File: src/rtl/triangle_primitive_assembly_macros.svh
// assertion macros shared by the triangle primitive assembly rtl
// depends on clk and rst_n being declared in the module that uses them
`ifndef TRIANGLE_PRIMITIVE_ASSEMBLY_MACROS_SVH
`define TRIANGLE_PRIMITIVE_ASSEMBLY_MACROS_SVH

`ifndef SYNTHESIS

// condition holds at every edge out of reset
`define TPA_CHECK(lbl, cond) \
  lbl: assert property (@(posedge clk) disable iff (!rst_n) (cond)) \
    else $error("tpa check failed");

// consequence holds in the same cycle as the antecedent
`define TPA_IMPLY(lbl, ante, cons) \
  lbl: assert property (@(posedge clk) disable iff (!rst_n) (ante) |-> (cons)) \
    else $error("tpa implication failed");

// consequence holds in the cycle after the antecedent
`define TPA_NEXT(lbl, ante, cons) \
  lbl: assert property (@(posedge clk) disable iff (!rst_n) (ante) |=> (cons)) \
    else $error("tpa next-cycle check failed");

`else

`define TPA_CHECK(lbl, cond)
`define TPA_IMPLY(lbl, ante, cons)
`define TPA_NEXT(lbl, ante, cons)

`endif

`endif

File: src/rtl/tpa_pkg.sv
// shared types and constants for triangle primitive assembly
// no dependencies
package tpa_pkg;

  localparam int unsigned INDEX_W = 32;

  localparam logic [INDEX_W-1:0] RESTART_WIDE   = 32'hFFFF_FFFF;
  localparam logic [INDEX_W-1:0] RESTART_NARROW = 32'h0000_FFFF;

  // configuration register indexes
  typedef enum logic {
    CFG_STRIP_MODE   = 1'b0,
    CFG_WIDE_INDICES = 1'b1
  } tpa_cfg_idx_t;

  // one index request as held in the input register
  typedef struct packed {
    logic [INDEX_W-1:0] vertex_index;
    logic               draw_start;
  } tpa_item_t;

endpackage

File: src/rtl/tpa_in_stage.sv
// input register stage for triangle primitive assembly
// depends on tpa_pkg
module tpa_in_stage
  import tpa_pkg::*;
(
  input  logic               clk,
  input  logic               rst_n,
  input  logic               in_valid,
  output logic               in_ready,
  input  logic [INDEX_W-1:0] in_vertex_index,
  input  logic               in_draw_start,
  output logic               item_valid,
  output tpa_item_t          item,
  input  logic               item_take
);

  logic      valid_r;
  logic      valid_nxt;
  tpa_item_t item_r;
  logic      load;

  // take a new request when empty or when the held one moves on
  assign in_ready = !valid_r || item_take;
  assign load     = in_valid && in_ready;

  always_comb begin
    valid_nxt = valid_r;
    if (load) begin
      valid_nxt = 1'b1;
    end else if (item_take) begin
      valid_nxt = 1'b0;
    end
  end

  always_ff @(posedge clk) begin
    if (!rst_n) begin
      valid_r <= 1'b0;
    end else begin
      valid_r <= valid_nxt;
    end
  end

  // payload register
  always_ff @(posedge clk) begin
    if (load) begin
      item_r.vertex_index <= in_vertex_index;
      item_r.draw_start   <= in_draw_start;
    end
  end

  assign item_valid = valid_r;
  assign item       = item_r;

endmodule

File: src/rtl/tpa_assemble.sv
// run state, triangle assembly logic and result register
// depends on tpa_pkg and triangle_primitive_assembly_macros.svh
`include "triangle_primitive_assembly_macros.svh"

module tpa_assemble
  import tpa_pkg::*;
(
  input  logic               clk,
  input  logic               rst_n,
  input  logic               cfg_we,
  input  logic               cfg_index,
  input  logic               cfg_wdata,
  input  logic               item_valid,
  input  tpa_item_t          item,
  output logic               item_take,
  output logic               out_valid,
  input  logic               out_ready,
  output logic [INDEX_W-1:0] out_corner_first,
  output logic [INDEX_W-1:0] out_corner_second,
  output logic [INDEX_W-1:0] out_corner_third
);

  logic               strip_mode_r;
  logic               wide_indices_r;
  logic [INDEX_W-1:0] older_index_r, older_index_nxt;
  logic [INDEX_W-1:0] newer_index_r, newer_index_nxt;
  logic [1:0]         run_fill_r, run_fill_nxt;
  logic               odd_position_r, odd_position_nxt;
  logic [1:0]         list_slot_r, list_slot_nxt;
  logic               out_valid_r;
  logic [INDEX_W-1:0] corner_first_r, corner_second_r, corner_third_r;

  logic [INDEX_W-1:0] v;
  logic [INDEX_W-1:0] restart;
  logic [1:0]         fill_eff;
  logic               odd_eff;
  logic [1:0]         slot_eff;
  logic               repeat_hit;
  logic               emit;
  logic [INDEX_W-1:0] c_first, c_second, c_third;

  // the held request moves on when the result register is free or draining
  assign item_take = item_valid && (!out_valid_r || out_ready);

  // configuration registers
  always_ff @(posedge clk) begin
    if (!rst_n) begin
      strip_mode_r   <= 1'b1;
      wide_indices_r <= 1'b0;
    end else if (cfg_we) begin
      unique case (cfg_index)
        CFG_STRIP_MODE:   strip_mode_r   <= cfg_wdata;
        CFG_WIDE_INDICES: wide_indices_r <= cfg_wdata;
        default: ;
      endcase
    end
  end

  // index masking and restart value
  assign v       = wide_indices_r ? item.vertex_index
                                  : {16'h0000, item.vertex_index[15:0]};
  assign restart = wide_indices_r ? RESTART_WIDE : RESTART_NARROW;

  // draw start clears run state before the index is used
  assign fill_eff = item.draw_start ? 2'd0 : run_fill_r;
  assign odd_eff  = item.draw_start ? 1'b0 : odd_position_r;
  assign slot_eff = item.draw_start ? 2'd0 : list_slot_r;

  assign repeat_hit = (older_index_r == newer_index_r) || (newer_index_r == v) ||
                      (older_index_r == v);

  // strip and list assembly
  always_comb begin
    older_index_nxt  = older_index_r;
    newer_index_nxt  = newer_index_r;
    run_fill_nxt     = fill_eff;
    odd_position_nxt = odd_eff;
    list_slot_nxt    = slot_eff;
    emit             = 1'b0;
    c_first          = older_index_r;
    c_second         = newer_index_r;
    c_third          = v;
    if (strip_mode_r) begin
      if (v == restart) begin
        run_fill_nxt     = 2'd0;
        odd_position_nxt = 1'b0;
      end else begin
        if (fill_eff >= 2'd2) begin
          emit             = !repeat_hit;
          c_second         = odd_eff ? v : newer_index_r;
          c_third          = odd_eff ? newer_index_r : v;
          odd_position_nxt = !odd_eff;
        end else begin
          run_fill_nxt = fill_eff + 2'd1;
        end
        older_index_nxt = newer_index_r;
        newer_index_nxt = v;
      end
    end else begin
      case (slot_eff)
        2'd1: begin
          newer_index_nxt = v;
          list_slot_nxt   = 2'd2;
        end
        2'd2: begin
          emit = !repeat_hit && (older_index_r != restart) &&
                 (newer_index_r != restart) && (v != restart);
          list_slot_nxt = 2'd0;
        end
        default: begin
          older_index_nxt = v;
          list_slot_nxt   = 2'd1;
        end
      endcase
    end
  end

  // run state, a configuration write clears it
  always_ff @(posedge clk) begin
    if (!rst_n) begin
      older_index_r  <= '0;
      newer_index_r  <= '0;
      run_fill_r     <= 2'd0;
      odd_position_r <= 1'b0;
      list_slot_r    <= 2'd0;
    end else if (cfg_we) begin
      run_fill_r     <= 2'd0;
      odd_position_r <= 1'b0;
      list_slot_r    <= 2'd0;
    end else if (item_take) begin
      older_index_r  <= older_index_nxt;
      newer_index_r  <= newer_index_nxt;
      run_fill_r     <= run_fill_nxt;
      odd_position_r <= odd_position_nxt;
      list_slot_r    <= list_slot_nxt;
    end
  end

  // result register valid
  always_ff @(posedge clk) begin
    if (!rst_n) begin
      out_valid_r <= 1'b0;
    end else if (item_take) begin
      out_valid_r <= emit;
    end else if (out_ready) begin
      out_valid_r <= 1'b0;
    end
  end

  // result payload
  always_ff @(posedge clk) begin
    if (item_take && emit) begin
      corner_first_r  <= c_first;
      corner_second_r <= c_second;
      corner_third_r  <= c_third;
    end
  end

  assign out_valid         = out_valid_r;
  assign out_corner_first  = corner_first_r;
  assign out_corner_second = corner_second_r;
  assign out_corner_third  = corner_third_r;

  // checks
  `TPA_CHECK(a_fill_range, run_fill_r != 2'd3)
  `TPA_CHECK(a_slot_range, list_slot_r != 2'd3)
  `TPA_NEXT(a_cfg_clears_run, cfg_we, run_fill_r == 2'd0 && list_slot_r == 2'd0 && !odd_position_r)
  `TPA_IMPLY(a_no_take_on_stall, out_valid_r && !out_ready, !item_take)
  `TPA_IMPLY(a_corners_distinct, out_valid_r, corner_first_r != corner_second_r && corner_second_r != corner_third_r && corner_first_r != corner_third_r)

endmodule

File: src/rtl/triangle_primitive_assembly.sv
// Triangle primitive assembly, top level.
// depends on tpa_pkg, tpa_in_stage and tpa_assemble
//
// Usage:
//   in_* channel: one vertex index request per handshake (valid/ready),
//   with in_draw_start marking the first index of a new draw.
//   out_* channel: one triangle (three corner indices) per handshake.
//   cfg_*: write-only port, cfg_index 0 is strip_mode, 1 is wide_indices.
//   A write clears the run state; write only while no request is in flight.
// Timing:
//   a request is held in an input register, then assembled combinationally into
//   the result register, where out_valid rises once the last index of a
//   triangle has been taken. One index per cycle is sustained while no result
//   waits on out_ready; the rate is set by the single state update of the run
//   registers, which happens once per index.
// Reset (synchronous, rst_n low): strip mode, 16-bit indices, empty run,
//   both channels empty.
// Stall: while a result waits on out_ready the input register holds one more
//   request, then in_ready drops until the result is taken.
module triangle_primitive_assembly
  import tpa_pkg::*;
(
  input  logic               clk,
  input  logic               rst_n,
  input  logic               cfg_we,
  input  logic               cfg_index,
  input  logic               cfg_wdata,
  input  logic               in_valid,
  output logic               in_ready,
  input  logic [INDEX_W-1:0] in_vertex_index,
  input  logic               in_draw_start,
  output logic               out_valid,
  input  logic               out_ready,
  output logic [INDEX_W-1:0] out_corner_first,
  output logic [INDEX_W-1:0] out_corner_second,
  output logic [INDEX_W-1:0] out_corner_third
);

  logic      item_valid;
  tpa_item_t item;
  logic      item_take;

  // input register
  tpa_in_stage u_in_stage (
    .clk             (clk),
    .rst_n           (rst_n),
    .in_valid        (in_valid),
    .in_ready        (in_ready),
    .in_vertex_index (in_vertex_index),
    .in_draw_start   (in_draw_start),
    .item_valid      (item_valid),
    .item            (item),
    .item_take       (item_take)
  );

  // assembly and result register
  tpa_assemble u_assemble (
    .clk               (clk),
    .rst_n             (rst_n),
    .cfg_we            (cfg_we),
    .cfg_index         (cfg_index),
    .cfg_wdata         (cfg_wdata),
    .item_valid        (item_valid),
    .item              (item),
    .item_take         (item_take),
    .out_valid         (out_valid),
    .out_ready         (out_ready),
    .out_corner_first  (out_corner_first),
    .out_corner_second (out_corner_second),
    .out_corner_third  (out_corner_third)
  );

endmodule

File: config.mk
export PLATFORM = sky130hd
export DESIGN_NAME = triangle_primitive_assembly
export DESIGN_NICKNAME = d
export VERILOG_FILES = /design/src/rtl/tpa_pkg.sv /design/src/rtl/tpa_in_stage.sv /design/src/rtl/tpa_assemble.sv /design/src/rtl/triangle_primitive_assembly.sv
export VERILOG_INCLUDE_DIRS = /design/src /design/src/rtl
export SDC_FILE = /design/constraint.sdc
export NUM_CORES = 1
export LEC_CHECK = 0
export BUFFER_PORTS_ARGS = -buffer_cell sky130_fd_sc_hd__buf_2
export CAP_MARGIN = 30
export CORE_MARGIN = 2
export CORE_UTILIZATION = 57
export CTS_CLUSTER_SIZE = 25
export DETAILED_ROUTE_END_ITERATION = 10
export PLACE_DENSITY = 0.79
export REMOVE_ABC_BUFFERS = 1
export SYNTH_ARGS = -nofsm -noshare
export SYNTH_HDL_FRONTEND = slang
export SYNTH_SLANG_ARGS = --single-unit
File: constraint.sdc
create_clock -name clk -period 11.5 [get_ports clk]
set_input_delay 0.575 -clock clk [delete_from_list [all_inputs] [get_ports clk]]
set_output_delay 0.575 -clock clk [all_outputs]
set_load 0.02 [all_outputs]
# After elaboration in Yosys (flattened, before gate mapping)
# Index checks and enable logic that the tools add are counted.
# word_totals
regBits,202
latchBits,0
ramBits,0
rom_bits,0
input_bits,40
out_inout_bits,98
wordCells,88
mem_count,0
# classes
addsub,1
n_mul,0
div_mod_pow,0
n_lt_le_gt_ge,1
eq_ne,11
shifts,0
mux,35
bitwise_logic,3
n_reduce_logical,23
# ops
op,n
32-bit 2-to-1 mux,16
32-bit equality test,4
32-bit inequality test,3
1-bit 2-to-1 mux,12
2-bit 2-to-1 mux,6
4-bit AND reduction,2
1-bit logical AND,6
2-bit nonzero test,3
1-bit logical NOT,4
1-bit logical OR,4
2-bit case mux with 2 select lines,1
2-bit AND reduction,2
2-bit OR reduction,2
1-bit NOT,3
"2-bit by 1-bit adder with 2-bit output, second input constant",1
"2-bit by 1-bit equality test with 1-bit output, second input constant",1
"2-bit equality test, second input constant",1
"2-bit greater-or-equal comparator, second input constant",1
"2-bit by 1-bit inequality test with 1-bit output, second input constant",1
"2-bit inequality test, second input constant",1

# Depth between registers and ports, before layout
# logic_depth
word_depth,11
depth_mapped,10
depth_no_buf,7

# Hierarchy
# Synthesis repeated with hierarchy kept, for this count alone.
# unflattened
cells_unflattened,969
area_unflattened_um2,9786.9
# modules_own_cells
mod,instances,cells_per_inst,area_per_inst_um2
tpa_assemble,1,931,8738.4
tpa_in_stage,1,38,1048.5

# Worst setup path before layout
# OpenSTA, ideal clock, no wires.
# synth_timing
path_type,in2reg
startpoint,input port out_ready
endpoint,"register u_assemble.corner_first_r[0], in the netlist u_assemble.out_corner_first[0] (enable)"
setup_ps,669
arrival_ps,8078
path_slack_ps,2753
cell_stages,6
path_buffers,1
cell_sequence,nor2b_1 > nand2b_1 > clkbuf_1 > a2111oi_0 > o311ai_1 > nor3_1
# synth_between
elab_chain_len,3
# synth_lines
element,line_no,source
"start, declared",triangle_primitive_assembly.sv:33,"input logic out_ready,"
1-bit logical OR,tpa_assemble.sv:43,assign item_take = item_valid && (!out_valid_r || out_ready);
1-bit logical AND,tpa_assemble.sv:43,
1-bit logical AND,tpa_assemble.sv:152,if (item_take && emit) begin
"end signal, assigned",tpa_assemble.sv:153,corner_first_r <= c_first;
"end, declared",tpa_assemble.sv:31,"logic [INDEX_W-1:0] corner_first_r, corner_second_r, corner_third_r;"
# No other way between the ends.
# A chain may end at the register's enable or synchronous reset.

# Final worst setup path
# layout_timing
startpoint,register u_assemble.wide_indices_r
endpoint,register u_assemble.newer_index_r[30]
# layout_between
elab_chain_len,4
word_cells_on_any_way,8
classes_between,eq/ne (2); mux (5); reduce/logical (1)
# layout_lines
element,line_no,source
"start, declared",tpa_assemble.sv:24,logic wide_indices_r;
"start signal, assigned",tpa_assemble.sv:53,CFG_WIDE_INDICES: wide_indices_r <= cfg_wdata;
"32-bit 2-to-1 mux, on equally long branches","tpa_assemble.sv:60, tpa_assemble.sv:62",
32-bit equality test,tpa_assemble.sv:84,if (v == restart) begin
2-bit inequality test (no line),-,
4-bit AND reduction (no line),-,
"end signal, assigned",tpa_assemble.sv:132,newer_index_r <= newer_index_nxt;
"end, declared",tpa_assemble.sv:26,"logic [INDEX_W-1:0] newer_index_r, newer_index_nxt;"
# Several ways; a longest one is shown, not always the timed one. The select of a mux whose other input is x is not followed.

==> reports/summary.txt <==
CP endpoint kind: flip-flop
Synth Instances: 980
Met2 WL: 10790 um
Core area: 16640 um^2
Buf/Inv on CP: 2
Pleak: 3.969 nW
Worst skew pair latency: 510 ps
GP Congestion: 0.9188
Share of synthesized registers carrying an async set or reset: 0
Largest net degree at the start of global routing: 66
Worst-path clk slew: 60 ps
Clock skew: 18.62 ps
Fraction of layout cells with a size suffix above 1: 0.2034
Most frequent CP cell: buf_4
Status: finished clean
CP cell instances: buf_4 -> o41ai_1 -> and2_1 -> a2111oi_4 -> buf_4 -> mux2_2 -> nor2_1
Grt ovf: 0
CTS root buffer: clkbuf_16
Switching Fraction: 0.2251
Slew @ Worst Pin: 927.1 ps
Design Area, Final: 11190 um^2
Die Y: 134.9 um
Register share of total power: 0.491
R2r worst-path depth: 7
Hpwl dp: 15530 um
DRC Markers: 0
Pwr dens: 151.4 nW/um^2
Multiplexer share of the synthesized area: 0.03600
Worst rel slew slack: 0.3820
Antenna diode count: 0
Max stage delay on crit path: 930 ps
Largest family of logic cells by synthesized area: simple AND/OR/NAND/NOR gates
Die width: 134.9 um
P_sw: 0.0003813 W
Worst hold path type: input pin to flip-flop
GRT Util Overall: 0.2531
Top layer in use: met4
Row cnt: 47
Hold Fails Final Rpt: 0
Fin crit period: 3397 ps
Die ar.: 18200 um^2
Nets@finish: 1083
Antenna Nets Post-Route: 0
Slowest cell on crit path: a2111oi_4
Detailed Route Iter0 Violations: 647
RSZ-0062 raised after global routing: no
Gate power share: 0.064
Port bufs: 137
Syn Std Cell Area: 9767 um^2
Post-Synth Simple-Gate Area: 0.1777
Synth warn: 0
CP Data Arrival Time: 3840 ps
Syn_area_per_cell: 9.966 um^2
Synth Area in XOR/XNOR: 0.06905
Post-CTS Setup Repair Bufs: 0
Fill cells: 1283
Startpoint Class: flip-flop
P&R area growth vs syn: 14.55%
H-tree lvl count: 1
Internal Power: 0.001313 W
Initial antenna violation count: 0
R2r setup slk: 8100 ps
FMAX: 294.3 MHz
Number of distinct library cells after synthesis: 50
Synthesized flop and latch total: 202
Slew Limit Fails: 0
TritonCTS buffer count: 22
Setup TNS: 0 ps
Avg Vias per Cell: 5.854
First-pass GRT wire length: 36690 um
Wirelength per Cell: 18.12 um
MaxCap Viol Count: 0
Endpoints failing setup: 0
EDFF count, synth: 129
Final period util: 0.2954
# IOs: 138
Post-CTS Resized: 0
Initial core utilization: 0.5869
Crit path depth: 7
Clock power frac: 0.446
Hold Path Stages: 1
Pre-Repair DR Iteration Count: 5
Length of routed met3 wiring: 1786 um
Compound-Gate Fraction of Synth Area: 0.1164
Vias in the first global route: 6760
Routed Wire Length: 23140 um
Crit-path leading delay family: compound AO/OA/AOI/OAI gates
Worst Path Max Fanout: 64
Adder-cell share of the synthesized area: 0.002562
DR vias: 7475
Worst EP required: 11940 ps
Worst vdd ir: 91.88 uV
Top FF cell, synth: edfxtp_1
Post-synthesis sequential area ratio: 0.5462
PnR Total Power: 0.001694 W
CTS Buffer Depth: 3
Worst setup path class: flip-flop to flip-flop
Dpl cell area: 10400 um^2
Met1 WL: 10230 um
# clock sinks: 202
CTS tree: yes
Hold buffers post-CTS: 0
==> area by class of cell <==
| type | count | area [um^2] | share of cell area |
|---|---|---|---|
| Sequential cell | 202 | 5338 | 0.4771 |
| Multi-Input combinational cell | 657 | 3949 | 0.3529 |
| Timing Repair Buffer | 148 | 795.8 | 0.07113 |
| Clock buffer | 24 | 578.1 | 0.05167 |
| Tap cell | 220 | 275.3 | 0.02460 |
| Clock inverter | 16 | 215.2 | 0.01924 |
| Inverter | 10 | 37.54 | 0.003355 |
==> final timing paths <==
check,endpoint,startpoint
worst max-delay path,u_assemble.newer_index_r[30]$_SDFFE_PN0P_,u_assemble.wide_indices_r$_SDFFE_PN0P_
worst min-delay path,u_in_stage.item[7]$_DFFE_PP_,in_vertex_index[6]
worst max register to register,u_assemble.newer_index_r[30]$_SDFFE_PN0P_,u_assemble.wide_indices_r$_SDFFE_PN0P_
worst min register to register,u_assemble.odd_position_r$_SDFFE_PP0P_,u_assemble.odd_position_r$_SDFFE_PP0P_
==> power groups by stage <==
stage | logic, W | registers (W) | clock network (W)
after floorplan | 0.0000739 | 0.000835 | 0
after global routing | 0.000120 | 0.000833 | 0.000796
after CTS | 0.000107 | 0.000830 | 0.000764
after detailed placement | 0.000106 | 0.000845 | 0
final | 0.000108 | 0.000831 | 0.000755
after global placement | 0.000103 | 0.000844 | 0
==> per-layer routing <==
metal / vias up / global-route usage
li1: 3548 / -
met1: 3576 / 0.3672
met2: 319 / 0.4052
met3: 32 / 0.03941
met4: 0 / 0.05556
met5: - / 0
==> placed cells by master (no fill, tap or decap), types with 23 or more instances in the layout <==
| master | n |
|---|---|
| xnor2_1 | 63 |
| o21ai_0 | 46 |
| nand2b_1 | 23 |
| dfxtp_1 | 71 |
| a21oi_1 | 40 |
| nand4_1 | 33 |
| nand3_1 | 26 |
| buf_2 | 137 |
| mux2i_1 | 34 |
| nand2_1 | 162 |
| nor2_1 | 92 |
| edfxtp_1 | 129 |
==> synth_stat cells (4+ instances only) <==
cell | instances | area share
a22oi_1 | 11 | 0.0085
nand3_1 | 26 | 0.013
inv_1 | 9 | 0.0035
buf_2 | 16 | 0.0082
o21ai_0 | 46 | 0.024
nor3_1 | 5 | 0.0026
nor4_1 | 15 | 0.0096
edfxtp_1 | 129 | 0.40
nand2b_1 | 23 | 0.015
mux2i_1 | 34 | 0.035
a21oi_1 | 40 | 0.020
clkbuf_1 | 87 | 0.033
a211oi_2 | 20 | 0.026
nand2_1 | 162 | 0.062
xor2_1 | 14 | 0.013
a211oi_1 | 12 | 0.0092
nor2b_1 | 5 | 0.0032
xnor2_1 | 63 | 0.056
dfxtp_1 | 73 | 0.15
o22ai_1 | 5 | 0.0032
nand4_1 | 33 | 0.021
a2111oi_0 | 4 | 0.0036
nand3b_1 | 8 | 0.0061
nor2_1 | 92 | 0.035
==> flip-flops by register name, indices dropped and copies added (netlist names) <==
name,count
u_assemble.c_first,32
u_assemble.list_slot_r,2
u_assemble.newer_index_r,32
u_assemble.odd_position_r,1
u_assemble.out_corner_first,32
u_assemble.out_corner_second,32
u_assemble.out_corner_third,32
u_assemble.out_valid,1
u_assemble.run_fill_r,2
u_assemble.strip_mode_r,1
u_assemble.wide_indices_r,1
u_in_stage.item,33
u_in_stage.item_valid,1
==> per-stage QoR <==
step / hold slack [ps] / setup WS [ps] / util / instances
floorplan: 458.6 / 1697 / - / 869
CTS: 226.5 / 8152 / 0.6723 / 1277
global route: 225.6 / 7897 / 0.6723 / 1277
finish: 238.7 / 8103 / 0.6723 / 1277
global placement: 477.4 / 8240 / 0.6221 / 1235
detailed placement: 480.0 / 8167 / 0.6246 / 1237
==> cell families after synthesis <==
group | Yosys count
buf+inv | 121
fa+ha+maj | 2
mux | 35
xor+xnor | 77
flops | 202
compound gates | 162
simple gates | 381
(Power assumes the default switching activity.)
